[src/rtl/ipub_pkg.sv]
// ----------------------------------------------------------------------------
// ipub_pkg
// shared types, constants and header helpers for the ipv4/udp packet builder
// ----------------------------------------------------------------------------
package ipub_pkg;

  localparam logic [15:0] MAX_PAYLOAD   = 16'd65507;
  localparam logic [15:0] IP_HDR_BYTES  = 16'd28;
  localparam logic [15:0] UDP_HDR_BYTES = 16'd8;
  localparam logic [4:0]  LAST_HDR_IDX  = 5'd27;
  localparam int          QUEUE_DEPTH   = 4;
  localparam int          QPTR_W        = $clog2(QUEUE_DEPTH);
  localparam int          QCNT_W        = $clog2(QUEUE_DEPTH + 1);

  localparam logic [7:0]  VER_IHL       = 8'h45;
  localparam logic [7:0]  TTL_MAX       = 8'hFF;
  localparam logic [7:0]  PROTO_UDP     = 8'd17;

  typedef enum logic {
    CMD_START   = 1'b0,
    CMD_PAYLOAD = 1'b1
  } cmd_t;

  typedef enum logic [1:0] {
    REG_SRC_ADDR  = 2'd0,
    REG_DST_ADDR  = 2'd1,
    REG_SRC_PORT  = 2'd2,
    REG_DST_PORT  = 2'd3
  } reg_idx_t;

  typedef enum logic [1:0] {
    JOB_HEADER  = 2'd0,
    JOB_PAYLOAD = 2'd1,
    JOB_ERROR   = 2'd2
  } job_kind_t;

  typedef struct packed {
    logic        command;
    logic [15:0] payload_length;
    logic [7:0]  payload_byte;
  } in_item_t;

  typedef struct packed {
    logic [7:0] packet_byte;
    logic       last_byte;
    logic       framing_error;
  } out_item_t;

  typedef struct packed {
    logic [31:0] src_addr;
    logic [31:0] dst_addr;
    logic [15:0] src_port;
    logic [15:0] dst_port;
  } cfg_t;

  typedef struct packed {
    job_kind_t   kind;
    logic [15:0] len;
    logic [15:0] csum;
    logic [7:0]  data;
    logic        last;
  } job_t;

  function automatic logic [15:0] hdr_checksum(logic [15:0] total_len, cfg_t cfg);
    logic [18:0] sum;
    logic [16:0] fold1;
    logic [16:0] fold2;
    sum = 19'h04500 + 19'(total_len) + 19'({TTL_MAX, PROTO_UDP})
        + 19'(cfg.src_addr[31:16]) + 19'(cfg.src_addr[15:0])
        + 19'(cfg.dst_addr[31:16]) + 19'(cfg.dst_addr[15:0]);
    fold1 = 17'(sum[18:16]) + 17'(sum[15:0]);
    fold2 = 17'(fold1[15:0]) + 17'(fold1[16]);
    return ~fold2[15:0];
  endfunction

  function automatic logic [7:0] hdr_byte(logic [4:0] idx, logic [15:0] len,
                                          logic [15:0] csum, cfg_t cfg);
    logic [15:0] total_len;
    logic [15:0] udp_len;
    logic [7:0]  b;
    total_len = IP_HDR_BYTES + len;
    udp_len   = UDP_HDR_BYTES + len;
    case (idx)
      5'd0:    b = VER_IHL;
      5'd2:    b = total_len[15:8];
      5'd3:    b = total_len[7:0];
      5'd8:    b = TTL_MAX;
      5'd9:    b = PROTO_UDP;
      5'd10:   b = csum[15:8];
      5'd11:   b = csum[7:0];
      5'd12:   b = cfg.src_addr[31:24];
      5'd13:   b = cfg.src_addr[23:16];
      5'd14:   b = cfg.src_addr[15:8];
      5'd15:   b = cfg.src_addr[7:0];
      5'd16:   b = cfg.dst_addr[31:24];
      5'd17:   b = cfg.dst_addr[23:16];
      5'd18:   b = cfg.dst_addr[15:8];
      5'd19:   b = cfg.dst_addr[7:0];
      5'd20:   b = cfg.src_port[15:8];
      5'd21:   b = cfg.src_port[7:0];
      5'd22:   b = cfg.dst_port[15:8];
      5'd23:   b = cfg.dst_port[7:0];
      5'd24:   b = udp_len[15:8];
      5'd25:   b = udp_len[7:0];
      default: b = 8'h00;
    endcase
    return b;
  endfunction

endpackage

[src/rtl/ipub_queue.sv]
// ----------------------------------------------------------------------------
// ipub_queue
// short job queue between the command front end and the byte back end
// ----------------------------------------------------------------------------
module ipub_queue (
  input  logic          clk,
  input  logic          rst,
  input  logic          wr,
  input  ipub_pkg::job_t wr_job,
  input  logic          rd,
  output logic          full,
  output logic          valid,
  output ipub_pkg::job_t rd_job
);
  import ipub_pkg::*;

  job_t              slots [QUEUE_DEPTH];
  logic [QPTR_W-1:0] wr_ptr;
  logic [QPTR_W-1:0] rd_ptr;
  logic [QCNT_W-1:0] count;

  logic do_wr;
  logic do_rd;

  assign full   = (count == QCNT_W'(QUEUE_DEPTH));
  assign valid  = (count != '0);
  assign rd_job = slots[rd_ptr];
  assign do_wr  = wr && !full;
  assign do_rd  = rd && valid;

  always_ff @(posedge clk) begin
    if (do_wr) begin
      slots[wr_ptr] <= wr_job;
    end
  end

  always_ff @(posedge clk) begin
    if (rst) begin
      wr_ptr <= '0;
      rd_ptr <= '0;
      count  <= '0;
    end else begin
      if (do_wr) begin
        wr_ptr <= wr_ptr + QPTR_W'(1);
      end
      if (do_rd) begin
        rd_ptr <= rd_ptr + QPTR_W'(1);
      end
      case ({do_wr, do_rd})
        2'b10:   count <= count + QCNT_W'(1);
        2'b01:   count <= count - QCNT_W'(1);
        default: count <= count;
      endcase
    end
  end

endmodule

[src/rtl/ipub_front.sv]
// ----------------------------------------------------------------------------
// ipub_front
// accepts commands, tracks the open packet and turns each command into a job
// ----------------------------------------------------------------------------
module ipub_front (
  input  logic              clk,
  input  logic              rst,
  input  logic              push,
  input  ipub_pkg::in_item_t item,
  input  ipub_pkg::cfg_t    cfg,
  input  logic              q_full,
  output logic              q_wr,
  output ipub_pkg::job_t    q_job
);
  import ipub_pkg::*;

  logic [15:0] bytes_remaining;
  logic        packet_open;

  logic [15:0] len_sat;
  logic        accept;
  logic        stray;

  assign accept  = push && !q_full;
  assign q_wr    = accept;
  assign len_sat = (item.payload_length > MAX_PAYLOAD) ? MAX_PAYLOAD : item.payload_length;
  assign stray   = !packet_open || (bytes_remaining == 16'd0);

  always_comb begin
    q_job      = '0;
    q_job.data = item.payload_byte;
    if (item.command == CMD_START) begin
      q_job.kind = JOB_HEADER;
      q_job.len  = len_sat;
      q_job.csum = hdr_checksum(IP_HDR_BYTES + len_sat, cfg);
      q_job.last = (len_sat == 16'd0);
    end else if (stray) begin
      q_job.kind = JOB_ERROR;
    end else begin
      q_job.kind = JOB_PAYLOAD;
      q_job.last = (bytes_remaining == 16'd1);
    end
  end

  always_ff @(posedge clk) begin
    if (rst) begin
      bytes_remaining <= '0;
      packet_open     <= 1'b0;
    end else if (accept) begin
      if (item.command == CMD_START) begin
        bytes_remaining <= len_sat;
        packet_open     <= (len_sat != 16'd0);
      end else if (!stray) begin
        bytes_remaining <= bytes_remaining - 16'd1;
        if (bytes_remaining == 16'd1) begin
          packet_open <= 1'b0;
        end
      end
    end
  end

endmodule

[src/rtl/ipub_back.sv]
// ----------------------------------------------------------------------------
// ipub_back
// expands jobs into packet bytes and holds the output register
// ----------------------------------------------------------------------------
module ipub_back (
  input  logic               clk,
  input  logic               rst,
  input  logic               q_valid,
  input  ipub_pkg::job_t     q_job,
  input  ipub_pkg::cfg_t     cfg,
  input  logic               pop,
  output logic               q_rd,
  output logic               empty,
  output ipub_pkg::out_item_t result
);
  import ipub_pkg::*;

  logic [4:0] idx;
  logic       out_valid;

  logic       advance;
  logic       produce;
  logic       hdr_done;
  out_item_t  next_beat;

  assign advance  = !out_valid || pop;
  assign produce  = advance && q_valid;
  assign hdr_done = (idx == LAST_HDR_IDX);
  assign empty    = !out_valid;

  always_comb begin
    next_beat = '0;
    q_rd      = 1'b0;
    case (q_job.kind)
      JOB_HEADER: begin
        next_beat.packet_byte = hdr_byte(idx, q_job.len, q_job.csum, cfg);
        next_beat.last_byte   = q_job.last && hdr_done;
        q_rd                  = produce && hdr_done;
      end
      JOB_PAYLOAD: begin
        next_beat.packet_byte = q_job.data;
        next_beat.last_byte   = q_job.last;
        q_rd                  = produce;
      end
      JOB_ERROR: begin
        next_beat.framing_error = 1'b1;
        q_rd                    = produce;
      end
      default: begin
        q_rd = produce;
      end
    endcase
  end

  always_ff @(posedge clk) begin
    if (produce) begin
      result <= next_beat;
    end
  end

  always_ff @(posedge clk) begin
    if (rst) begin
      idx       <= '0;
      out_valid <= 1'b0;
    end else begin
      if (advance) begin
        out_valid <= q_valid;
      end
      if (produce && q_job.kind == JOB_HEADER) begin
        idx <= hdr_done ? 5'd0 : idx + 5'd1;
      end
    end
  end

endmodule

[src/rtl/ipv4_udp_packet_builder.sv]
// ----------------------------------------------------------------------------
// ipv4_udp_packet_builder
// frames a udp payload into an ipv4 packet byte stream
// ----------------------------------------------------------------------------
// input side is a queue write port: a beat is taken when push is high and
// full is low. a start command (command 0) carries the payload length and
// yields the 28 header bytes; a payload command (command 1) yields one byte,
// with last_byte set on the final payload byte. a payload byte with no packet
// open yields one beat with framing_error set and the byte dropped.
// result side is a queue read port: the oldest beat sits on result while
// empty is low and leaves when pop is high.
// a taken command is written to the job queue. the byte engine emits one beat
// per cycle while the output register is empty or popped: payload commands
// flow at one per cycle, a start command holds the engine for its 28 header
// bytes while a four-entry job queue keeps taking commands until it fills.
// when pop stays low the output register holds, the engine stops, and full
// rises once the job queue is full. reset clears the addresses and ports to
// zero, closes any packet and empties the queue and the output register.
// wr_en, wr_index and wr_data write the address and port registers; the user
// must use them only while the block is idle; the block does not enforce it.
// ----------------------------------------------------------------------------
module ipv4_udp_packet_builder (
  input  logic                clk,
  input  logic                rst,
  input  logic                push,
  output logic                full,
  input  ipub_pkg::in_item_t  item,
  output logic                empty,
  input  logic                pop,
  output ipub_pkg::out_item_t result,
  input  logic                wr_en,
  input  logic [1:0]          wr_index,
  input  logic [31:0]         wr_data
);
  import ipub_pkg::*;

  cfg_t cfg;

  logic q_wr;
  logic q_rd;
  logic q_full;
  logic q_valid;
  job_t q_wr_job;
  job_t q_rd_job;

  assign full = q_full;

  always_ff @(posedge clk) begin
    if (rst) begin
      cfg <= '0;
    end else if (wr_en) begin
      case (reg_idx_t'(wr_index))
        REG_SRC_ADDR: cfg.src_addr <= wr_data;
        REG_DST_ADDR: cfg.dst_addr <= wr_data;
        REG_SRC_PORT: cfg.src_port <= wr_data[15:0];
        REG_DST_PORT: cfg.dst_port <= wr_data[15:0];
        default: cfg <= cfg;
      endcase
    end
  end

  ipub_front u_front (
    .clk    (clk),
    .rst    (rst),
    .push   (push),
    .item   (item),
    .cfg    (cfg),
    .q_full (q_full),
    .q_wr   (q_wr),
    .q_job  (q_wr_job)
  );

  ipub_queue u_queue (
    .clk    (clk),
    .rst    (rst),
    .wr     (q_wr),
    .wr_job (q_wr_job),
    .rd     (q_rd),
    .full   (q_full),
    .valid  (q_valid),
    .rd_job (q_rd_job)
  );

  ipub_back u_back (
    .clk     (clk),
    .rst     (rst),
    .q_valid (q_valid),
    .q_job   (q_rd_job),
    .cfg     (cfg),
    .pop     (pop),
    .q_rd    (q_rd),
    .empty   (empty),
    .result  (result)
  );

endmodule

[config.mk]
export PLATFORM = sky130hd
export DESIGN_NAME = ipv4_udp_packet_builder
export DESIGN_NICKNAME = d
export VERILOG_FILES = /design/src/rtl/ipub_pkg.sv /design/src/rtl/ipub_queue.sv /design/src/rtl/ipub_front.sv /design/src/rtl/ipub_back.sv /design/src/rtl/ipv4_udp_packet_builder.sv
export SDC_FILE = /design/constraint.sdc
export NUM_CORES = 1
export LEC_CHECK = 0
export ABC_AREA = 1
export BUFFER_PORTS_ARGS = -buffer_cell sky130_fd_sc_hd__buf_4
export CAP_MARGIN = 10
export CELL_PAD_IN_SITES_DETAIL_PLACEMENT = 1
export CELL_PAD_IN_SITES_GLOBAL_PLACEMENT = 1
export CORE_AREA = 3 3 194 196
export DETAILED_ROUTE_END_ITERATION = 16
export DIE_AREA = 0 0 197 199
export PLACE_DENSITY_LB_ADDON = 0.1
export SLEW_MARGIN = 30
export SYNTH_ARGS = -nofsm -noshare
export SYNTH_HDL_FRONTEND = slang
export SYNTH_HIERARCHICAL = 1
export SYNTH_SLANG_ARGS = --single-unit
[constraint.sdc]
create_clock -name clk -period 17.3 [get_ports clk]
set_clock_uncertainty 0.1 [all_clocks]
set_input_delay 0.865 -clock clk [delete_from_list [all_inputs] [get_ports clk]]
set_output_delay 0.865 -clock clk [all_outputs]
set_load 0.01 [all_outputs]
== Word level (Yosys, flattened, before mapping) ==
Memories as Yosys holds them, arrays and structs flattened. A register that Yosys moved wholly into a read port is not among the register bits.
Index checks and enable logic that the tools add are counted.

* Output and inout port bits: 12
* Logic and storage cells: 113
* Flip-flop bits (word level): 136
* Bits of input ports: 64
* Bits in writable memories: 172
* Memories kept: 1

* Reductions and logical operators: 26
* Add/sub/neg operators: 17
* Bitwise logic cells: 1
* Muxes and demuxes: 21
* Equality and inequality tests: 32
* Order comparisons: 1

{| class="wikitable"
|+ Memories
! memory !! depth !! width !! read ports !! clocked after memory_dff !! write ports !! line !! source
|-
| u_queue.slots || 4 || 43 || 1 || 1 || 1 || ipub_queue.sv:17 || <nowiki>job_t slots [QUEUE_DEPTH];</nowiki>
|}

{| class="wikitable"
|+ Operators with widths
! cell !! count
|-
| one-hot mux 8 bit (21 select lines) || 1
|-
| adder 19 x 16 -> 19 bit || 4
|-
| equality test 5 bit, second input constant || 11
|-
| 2-to-1 mux 16 bit || 3
|-
| equality test 5 x 4 -> 1 bit, second input constant || 8
|-
| adder 5 x 16 -> 16 bit, first input constant || 2
|-
| logical NOT 16 bit || 2
|-
| 2-to-1 mux 32 bit || 1
|-
| adder 19 x 16 -> 19 bit, second input constant || 1
|-
| one-hot mux 9 bit (2 select lines) || 1
|-
| adder 15 x 16 -> 17 bit, first input constant || 1
|-
| adder 3 x 16 -> 17 bit || 1
|-
| adder 16 x 1 -> 16 bit || 1
|-
| adder 4 x 16 -> 16 bit, first input constant || 1
|-
| equality test 16 x 1 -> 1 bit, second input constant || 1
|-
| greater-than comparator 16 bit, second input constant || 1
|-
| NOT 16 bit || 1
|-
| nonzero test 16 bit || 1
|-
| subtractor 16 x 1 -> 16 bit, second input constant || 1
|-
| equality test 5 x 2 -> 1 bit, second input constant || 2
|-
| AND reduction 2 bit || 5
|-
| 2-to-1 mux 1 bit || 9
|-
| equality test 2 bit, second input constant || 4
|-
| 2-to-1 mux 2 bit || 4
|-
| other kinds (18) || 31
|}

== Depth between registers and ports, before layout ==
Gate-level depths: netlist (run 1).

* Word-level depth: 13
* Mapped depth: 54
* Depth with buffers taken out: 54

== Hierarchy ==
The synthesis (run 1) kept the hierarchy.

{| class="wikitable"
|+ Modules (own cells, without submodules)
! module !! times used !! seq. area each (µm²) !! area an instance (µm²) !! cells an instance
|-
| ipub_queue || 1 || 5345.1 || 6835.3 || 484
|-
| ipub_front || 1 || 340.3 || 4951.0 || 759
|-
| ipv4_udp_packet_builder || 1 || 1921.8 || 4001.3 || 618
|-
| ipub_back || 1 || 420.4 || 2593.7 || 512
|}

== Least setup slack after synthesis (run 1) ==
OpenSTA, ideal clock, no wires.

* Kind: input to register
* From: input port item[15] (netlist name)
* To: memory u_queue/slots[0][24] (netlist name) (data pin)
* Stages: 52
* Data arrival time: 7.588 ns
* Buffers on the path: 0
* Library setup time: 0.262 ns
* Required time: 16.938 ns
* Setup slack: 9.350 ns
* Cell sequence: inv_1 -> nor3_1 -> nand3_1 -> nor2_1 -> inv_1 -> nand2_1 -> ha_1 -> nand2_1 -> nand2_1 -> nor3_1 -> nand2_1 -> xor2_1 -> fa_1 -> fa_1 -> fa_1 -> inv_1 -> ha_1 -> nand2_1 -> [16 not listed] -> nand4_1 -> nor2_1 -> nand2_1 -> nor2_1 -> ha_1 -> nand2_1 -> nor2_2 -> nand3_1 -> nor2_1 -> nand3_1 -> nor2_2 -> nand2_2 -> nor2_4 -> nand3_4 -> nor2_2 -> nand3_1 -> nand2_1 -> nor2_1

{| class="wikitable"
|+ RTL lines
! element !! line !! source
|-
| from (decl) || ipv4_udp_packet_builder.sv:27 || <nowiki>input ipub_pkg::in_item_t item,</nowiki>
|-
| to (decl) || ipub_queue.sv:17 ||
|}

==> results.toml, run 1 <==
[status]
outcome = "completed"

[synthesis]
synth_simple_gate_area_share_pct = 27.8
synthMuxAreaShare_pct = 0
yosysWarnings = 6
syn_area_sq_um = 18400
synth_xor_area_share_pct = 1.19
avgSynthCellArea_sq_um = 7.75
seq_area_frac_synth_pct = 43.7
synth_fa_ha_area_share_pct = 9.26
synth.distinct_cells = 48
synthesis.nets = 2543
synth_top_family_by_area = "simple AND/OR/NAND/NOR gates"
synth_cells = 2373
synth-seq-cells = 310
synth_compound_area_share_pct = 8.39

[cells_and_area]
area_growth_syn_to_layout_pct = 11.1
drive_above_1_share_pct = 9.78
num-fill-cells = 4482
antennaDiodeCount = 0
nNetsFinal = 2587
final_util_pct = 56.3

[placed_design]
portBuffers = 75
gp_congestion = 0.951
hpwl_microns = 45800

[min_path]
hold_path.class = "flop to flop"
holdPathStages = 2

[detailed_routing]
remaining_drc_errors = 0
vias_per_cell = 5.61
dr.pass1.iters = 5
wl_per_cell_microns = 21.3
postRouteAntennaNets = 0
drtIter0Drc = 1293
routed_wl_microns = 62000
routed-via-count = 16300

[critical_path]
critical_path.max_fanout = 5
r2r_cells = 42
crit_arrival_ps = 9690
worstSetupPathDepth = 52
start_kind = "input pin"
critPathRequiredTime_ps = 17480
critPathSlowestCell = "fa_1"
worst-path-buf-inv = 7
reg2reg_slack_ps = 9670
crit_family = "simple AND/OR/NAND/NOR gates"
critPathMostFrequentCell = "nand2_1"
crit_type = "input pin to flop"
cpPeakStageDelay_ps = 560
endpoint_kind = "flop"

[clock_tree]
cts_hold_buf = 0
cts_resized = 0
clk_pin_slew_worst_paths_ps = 60
clock_latency_ps = 550
clock_sinks = 310
clock_path_buffers = 3
cts_root_buffer = "clkbuf_16"
h-tree-depth = 2
cts_setup_buffers = 0
tritoncts = "done"
cts_buffers = 36

[global_route]
grt.met1_usage_pct = 42.4
grt_remaining_overflow = 0
antenna_found_initial = 1
met2_usage_pct = 53.5
grt_pass1_wl_microns = 96200
grt_max_degree = 75
grt_pass1_vias = 16900
grt-busiest-layer = "met2"
use_met3_pct = 3.88
track_usage_pct = 31.8

[floorplanning]
dieHeight_microns = 199
core_area_sq_um = 36300
row_count = 70
initial_core_util_pct = 50.7
die_w_microns = 197
pin_count = 76
fp.dieArea_sq_um = 39200

[pwr]
p_total_mw = 2.98
ir_drop_mv = 0.0984
p_leak_nw = 9.38
power_density_nw_per_um2 = 146

[timing]
period_share_pct = 54.9
relSlewSlack_pct = 42.0
max_freq_mhz = 105
tightestPinTransition_ps = 870
rsz0062_at_grt = "false"
setup_viol = 0
hold_violations = 0
period_needed_ps = 9500
tns_ps = 0
slew_violations = 0
worst_hold_slack_ps = 374

[job]
maxCapViolCount = 0
metal layers:
layer	up-vias	wire (microns)	share of wire (%)
met5	-	11	0.018
met4	2	2390	3.9
met3	120	3170	5.1
met2	464	29800	48
met1	8089	26600	43
li1	7649	-	-
path summary, 6_finish.rpt:
check,startpoint,end
hold / removal,u_front/packet_open,u_front/packet_open
hold reg to reg,u_front/packet_open,u_front/packet_open
setup / recovery,item[12],u_queue/slots[0][23]
setup reg to reg,cfg[39],u_queue/slots[0][23]
cell usage after synthesis, drive strengths merged:
master / count / area, sq um
nand2: 577 / 2260
nor2: 427 / 1680
inv: 346 / 1300
edfxtp: 182 / 5470
nand3: 162 / 883
dfxtp: 128 / 2560
o21ai: 128 / 641
a21oi: 97 / 493
buf: 60 / 373
ha: 56 / 701
fa: 50 / 1000
o22ai: 44 / 275
clkbuf: 23 / 86.3
xor2: 23 / 201
nand4: 15 / 93.8
nor3: 15 / 86.3
a211oi: 7 / 52.6
nor4: 5 / 31.3
clkinv: 4 / 16.3
or2: 4 / 25.0
nand3b: 3 / 26.3
nor3b: 3 / 22.5
a31oi: 2 / 12.5
o21bai: 2 / 15.0
o31ai: 2 / 15.0
xnor2: 2 / 17.5
a21boi: 1 / 7.51
a22oi: 1 / 7.51
a31o: 1 / 8.76
and3: 1 / 6.26
o211ai: 1 / 7.51
o21a: 1 / 7.51
state kept, by name, summed over array words and instances (netlist names), named ones only:
signal	count
u_front/packet_open	1
u_back/out_valid	1
u_queue/wr_ptr	2
cfg	96
u_queue/slots	172
u_back/idx	5
u_back/result	10
u_queue/count	3
u_front/bytes_remaining	16
u_queue/rd_ptr	2
worst reg2reg max path: cells and delay by family, from the launching register on:
kind                       cells  cell delay, ps
adders and majority gates      8            2940
buffers and inverters          7             570
xor gates and xnor gates       1             210
AOI/OAI and AO/OA              1             410
DFF                            1             400
and+or+nand+nor               25            2720
placed cells by master, fill, tap and decap left out, types with 3 or more instances in the layout:
master,n
or2_2,3
nor2_2,17
edfxtp_1,182
nor3_1,14
nand4_1,15
inv_2,20
clkbuf_16,36
o21ai_0,117
nor2_1,401
nor2_4,9
xor2_1,23
nand2_2,24
o22ai_1,44
clkbuf_8,7
nor4_1,5
fa_1,50
o21ai_1,11
inv_1,327
a211oi_1,7
nand2_4,5
a21oi_1,95
nand3_4,3
bufinv_16,3
nand3_2,7
clkinv_2,5
ha_1,56
nand2_1,548
nand3_1,152
clkinv_1,7
clkbuf_1,5
dfxtp_1,127
buf_4,88
nor3b_1,3
power breakdown:
part,internal [mW],switching (mW)
Clock,0.460,0.315
Combinational,0.350,0.882
Sequential,0.925,0.0512
Total,1.74,1.25
kinds of logic after synthesis:
kind of cell,after synthesis
xor gates and xnor gates,25
DFF,310
and+or+nand+nor,1212
AOI/OAI and AO/OA,287
adders and majority gates,106
buffers and inverters,433
metrics by stage:
stage                     cell area (sq um)  instances  worst slack [ps]
after floorplan                       18400       2373              9350
after global placement                19200       2846              8310
after detailed placement              19200       2847              7550
after CTS                             20400       2912              8020
after global routing                  20400       2912              7170
final                                 20400       2912              7800
area by class of cell:
cell class	count	area, sq um	area share (%)
Inverter	350	1320	6.44
Sequential cell	310	8030	39.3
Clock buffer	48	1020	4.97
Clock inverter	17	181	0.888
Multi-Input combinational cell	1630	8610	42.2
Timing Repair Buffer	89	688	3.37
Tap cell	468	586	2.87
Note: power is estimated with default switching activity, not from simulation.
==> run 2, diff against run 1 <==
--- a/config.mk
+++ b/config.mk
@@ -5,14 +5,14 @@
 export SDC_FILE = /design/constraint.sdc
 export NUM_CORES = 1
 export LEC_CHECK = 0
-export ABC_AREA = 1
+export ABC_AREA = 0
 export BUFFER_PORTS_ARGS = -buffer_cell sky130_fd_sc_hd__buf_4
 export CAP_MARGIN = 10
 export CELL_PAD_IN_SITES_DETAIL_PLACEMENT = 1
 export CELL_PAD_IN_SITES_GLOBAL_PLACEMENT = 1
-export CORE_AREA = 3 3 194 196
+export CORE_AREA = 3 3 192 194
 export DETAILED_ROUTE_END_ITERATION = 16
-export DIE_AREA = 0 0 197 199
+export DIE_AREA = 0 0 195 197
 export PLACE_DENSITY_LB_ADDON = 0.1
 export SLEW_MARGIN = 30
 export SYNTH_ARGS = -nofsm -noshare
==> constraint.sdc (replaced) <==
create_clock -name clk -period 9.6 [get_ports clk]
set_clock_uncertainty 0.1 [all_clocks]
set_input_delay 0.48 -clock clk [delete_from_list [all_inputs] [get_ports clk]]
set_output_delay 0.48 -clock clk [all_outputs]
set_load 0.01 [all_outputs]
==> results.toml, run 2 <==
[placed_design]
gp_congestion = 0.955
dp.cells = 2065
portBuffers = 75
place_worst_setup_slack_ps = -195
hpwl_microns = 40400

[timing]
worst_hold_slack_ps = 74.8
hold_violations = 0
relSlewSlack_pct = 38.1
max_freq_mhz = 109
setup_viol = 0
slew_violations = 0
setup_ws_ps = 436
tightestPinTransition_ps = 923
period_needed_ps = 9160
period_share_pct = 95.5

[cells_and_area]
layout_commonest_cell = "edfxtp_1"
largest_reg_flops = 172
area_growth_syn_to_layout_pct = 11.4
final_util_pct = 56.4
largestRegisters = "u_queue/slots: 172 flops, cfg: 96 flops, u_front/bytes_remaining: 16 flops"
antennaDiodeCount = 0
stdcell_count = 2129
nNetsFinal = 1813
drive_above_1_share_pct = 15.6
num-fill-cells = 3714
layout_common_cells = "edfxtp_1 (182), nand2b_1 (141), dfxtp_1 (126), inv_1 (123), buf_4 (114)"
largest_register = "u_queue/slots"

[critical_path]
critical_path.max_fanout = 8
critPathRequiredTime_ps = 9850
rr_startpoint = "cfg[34]"
crit_type = "input pin to flop"
endpoint_kind = "flop"
startpoint = "item[14]"
cpPeakStageDelay_ps = 550
start_kind = "input pin"
critPathMostFrequentCell = "ha_1"
crit_arrival_ps = 9410
critPathSlowestCell = "fa_1"

[global_route]
grt_pass1_wl_microns = 84100
grt_remaining_overflow = 0
antenna_found_initial = 0
track_usage_pct = 28.4
grt_max_degree = 119
grt_pass1_vias = 13600

[pwr]
power_density_nw_per_um2 = 238
p_leak_nw = 7.65
ir_drop_mv = 0.180

[synthesis]
synth_top_area_share_pct = 30.5
synth_area_leaders = "edfxtp_1 (30%), dfxtp_1 (14%), mux2i_1 (6.3%)"
synth_most_common_cell = "edfxtp_1"
yosysTopAreaCell = "edfxtp_1"
syn_area_sq_um = 17900
avgSynthCellArea_sq_um = 11.3
synth_edf_count = 182
synth-seq-cells = 310
seq_area_frac_synth_pct = 44.8
synth.distinct_cells = 101
yosysWarnings = 6
synth_ff_type = "edfxtp_1"
ys_top_cells_by_count = "edfxtp_1 (182), nand2b_1 (141), dfxtp_1 (128), inv_1 (123), mux2i_1 (112)"
synth_cells = 1583
synthesis.nets = 1753
async_flop_share_pct = 0

[clock_tree]
cts_buffers = 36
tritoncts = "done"
clock_sinks = 310
clk_pin_slew_worst_paths_ps = 60
cts_hold_buf = 0
clock_latency_ps = 530
h-tree-depth = 2
clock_path_buffers = 3
cts_root_buffer = "clkbuf_16"

[job]
maxCapViolCount = 0

[detailed_routing]
routed_wl_microns = 54800
wl_per_cell_microns = 25.7
postRouteAntennaNets = 0
remaining_drc_errors = 0
dr.pass1.iters = 5
vias_per_cell = 6.05
routed-via-count = 12900
drtIter0Drc = 1075

[floorplanning]
row_count = 69
core_area_sq_um = 35400
die_w_microns = 195
fp.dieArea_sq_um = 38400
pin_count = 76
dieHeight_microns = 197
initial_core_util_pct = 50.7

[status]
outcome = "completed"

[min_path]
min-delay-start = "item[0]"
hold_path.class = "input pin to flop"
## run 2: timing repair
item | CTS | global route
setup buffers | 0 | 1
gates resized for setup | 0 | 6
endpoints found under the hold margin | 0 | 0
endpoints found under the setup margin | 0 | 16
## run 2: final cells by class
type	instances	area [sq um]	area share [%]
Clock inverter	14	160	0.802
Clock buffer	49	1030	5.17
Sequential cell	310	8030	40.2
Inverter	123	462	2.31
Multi-Input combinational cell	1058	8860	44.4
Timing Repair Buffer	114	856	4.28
Tap cell	461	577	2.89
## run 2: worst paths after layout
path	slack [ps]	depth (start not counted)	end
worst max-delay path	440	34	u_queue/slots[1][24]
worst min-delay path	70	1	u_queue/slots[0][1]
worst max register to register	1050	30	u_queue/slots[1][24]
worst min register to register	380	2	cfg[7]
## run 2: logic make-up after synthesis
kind of cell	Yosys count	share of synthesized area (%)
flops	310	44.8
buf+inv	215	6.06
mux	159	12.0
simple gates	479	15.1
xor+xnor	45	2.20
compound gates	269	10.4
fa+ha+maj	106	9.49
## run 2: worst max-delay path: cells and delay by family
kind	cells	cell delay, ps
compound gates	12	2340
xor+xnor	1	270
fa+ha+maj	7	2580
buf+inv	2	200
simple gates	12	3490
## run 2: per-layer routing
| layer | GRT usage (%) | part of all wire, % |
|---|---|---|
| met1 | 39.8 | 44 |
| met2 | 46.9 | 48 |
| met3 | 3.64 | 5.2 |
| met4 | 8.19 | 2.8 |
| met5 | 0 | 0 |
## run 2: through the flow
step / instance area, sq um / setup TNS [ps] / power [mW]
global placement: 18700 / 0 / 3.32
global route: 20000 / -48.9 / 4.98
CTS: 19900 / 0 / 4.76
detailed placement: 18700 / -888 / 3.37
floorplan: 17900 / 0 / 2.85
finish: 20000 / 0 / 4.75
## run 2: power breakdown
part	switching [mW]	internal, mW
sequential	0.0810	1.63
combinational	1.03	0.626
clock	0.549	0.837
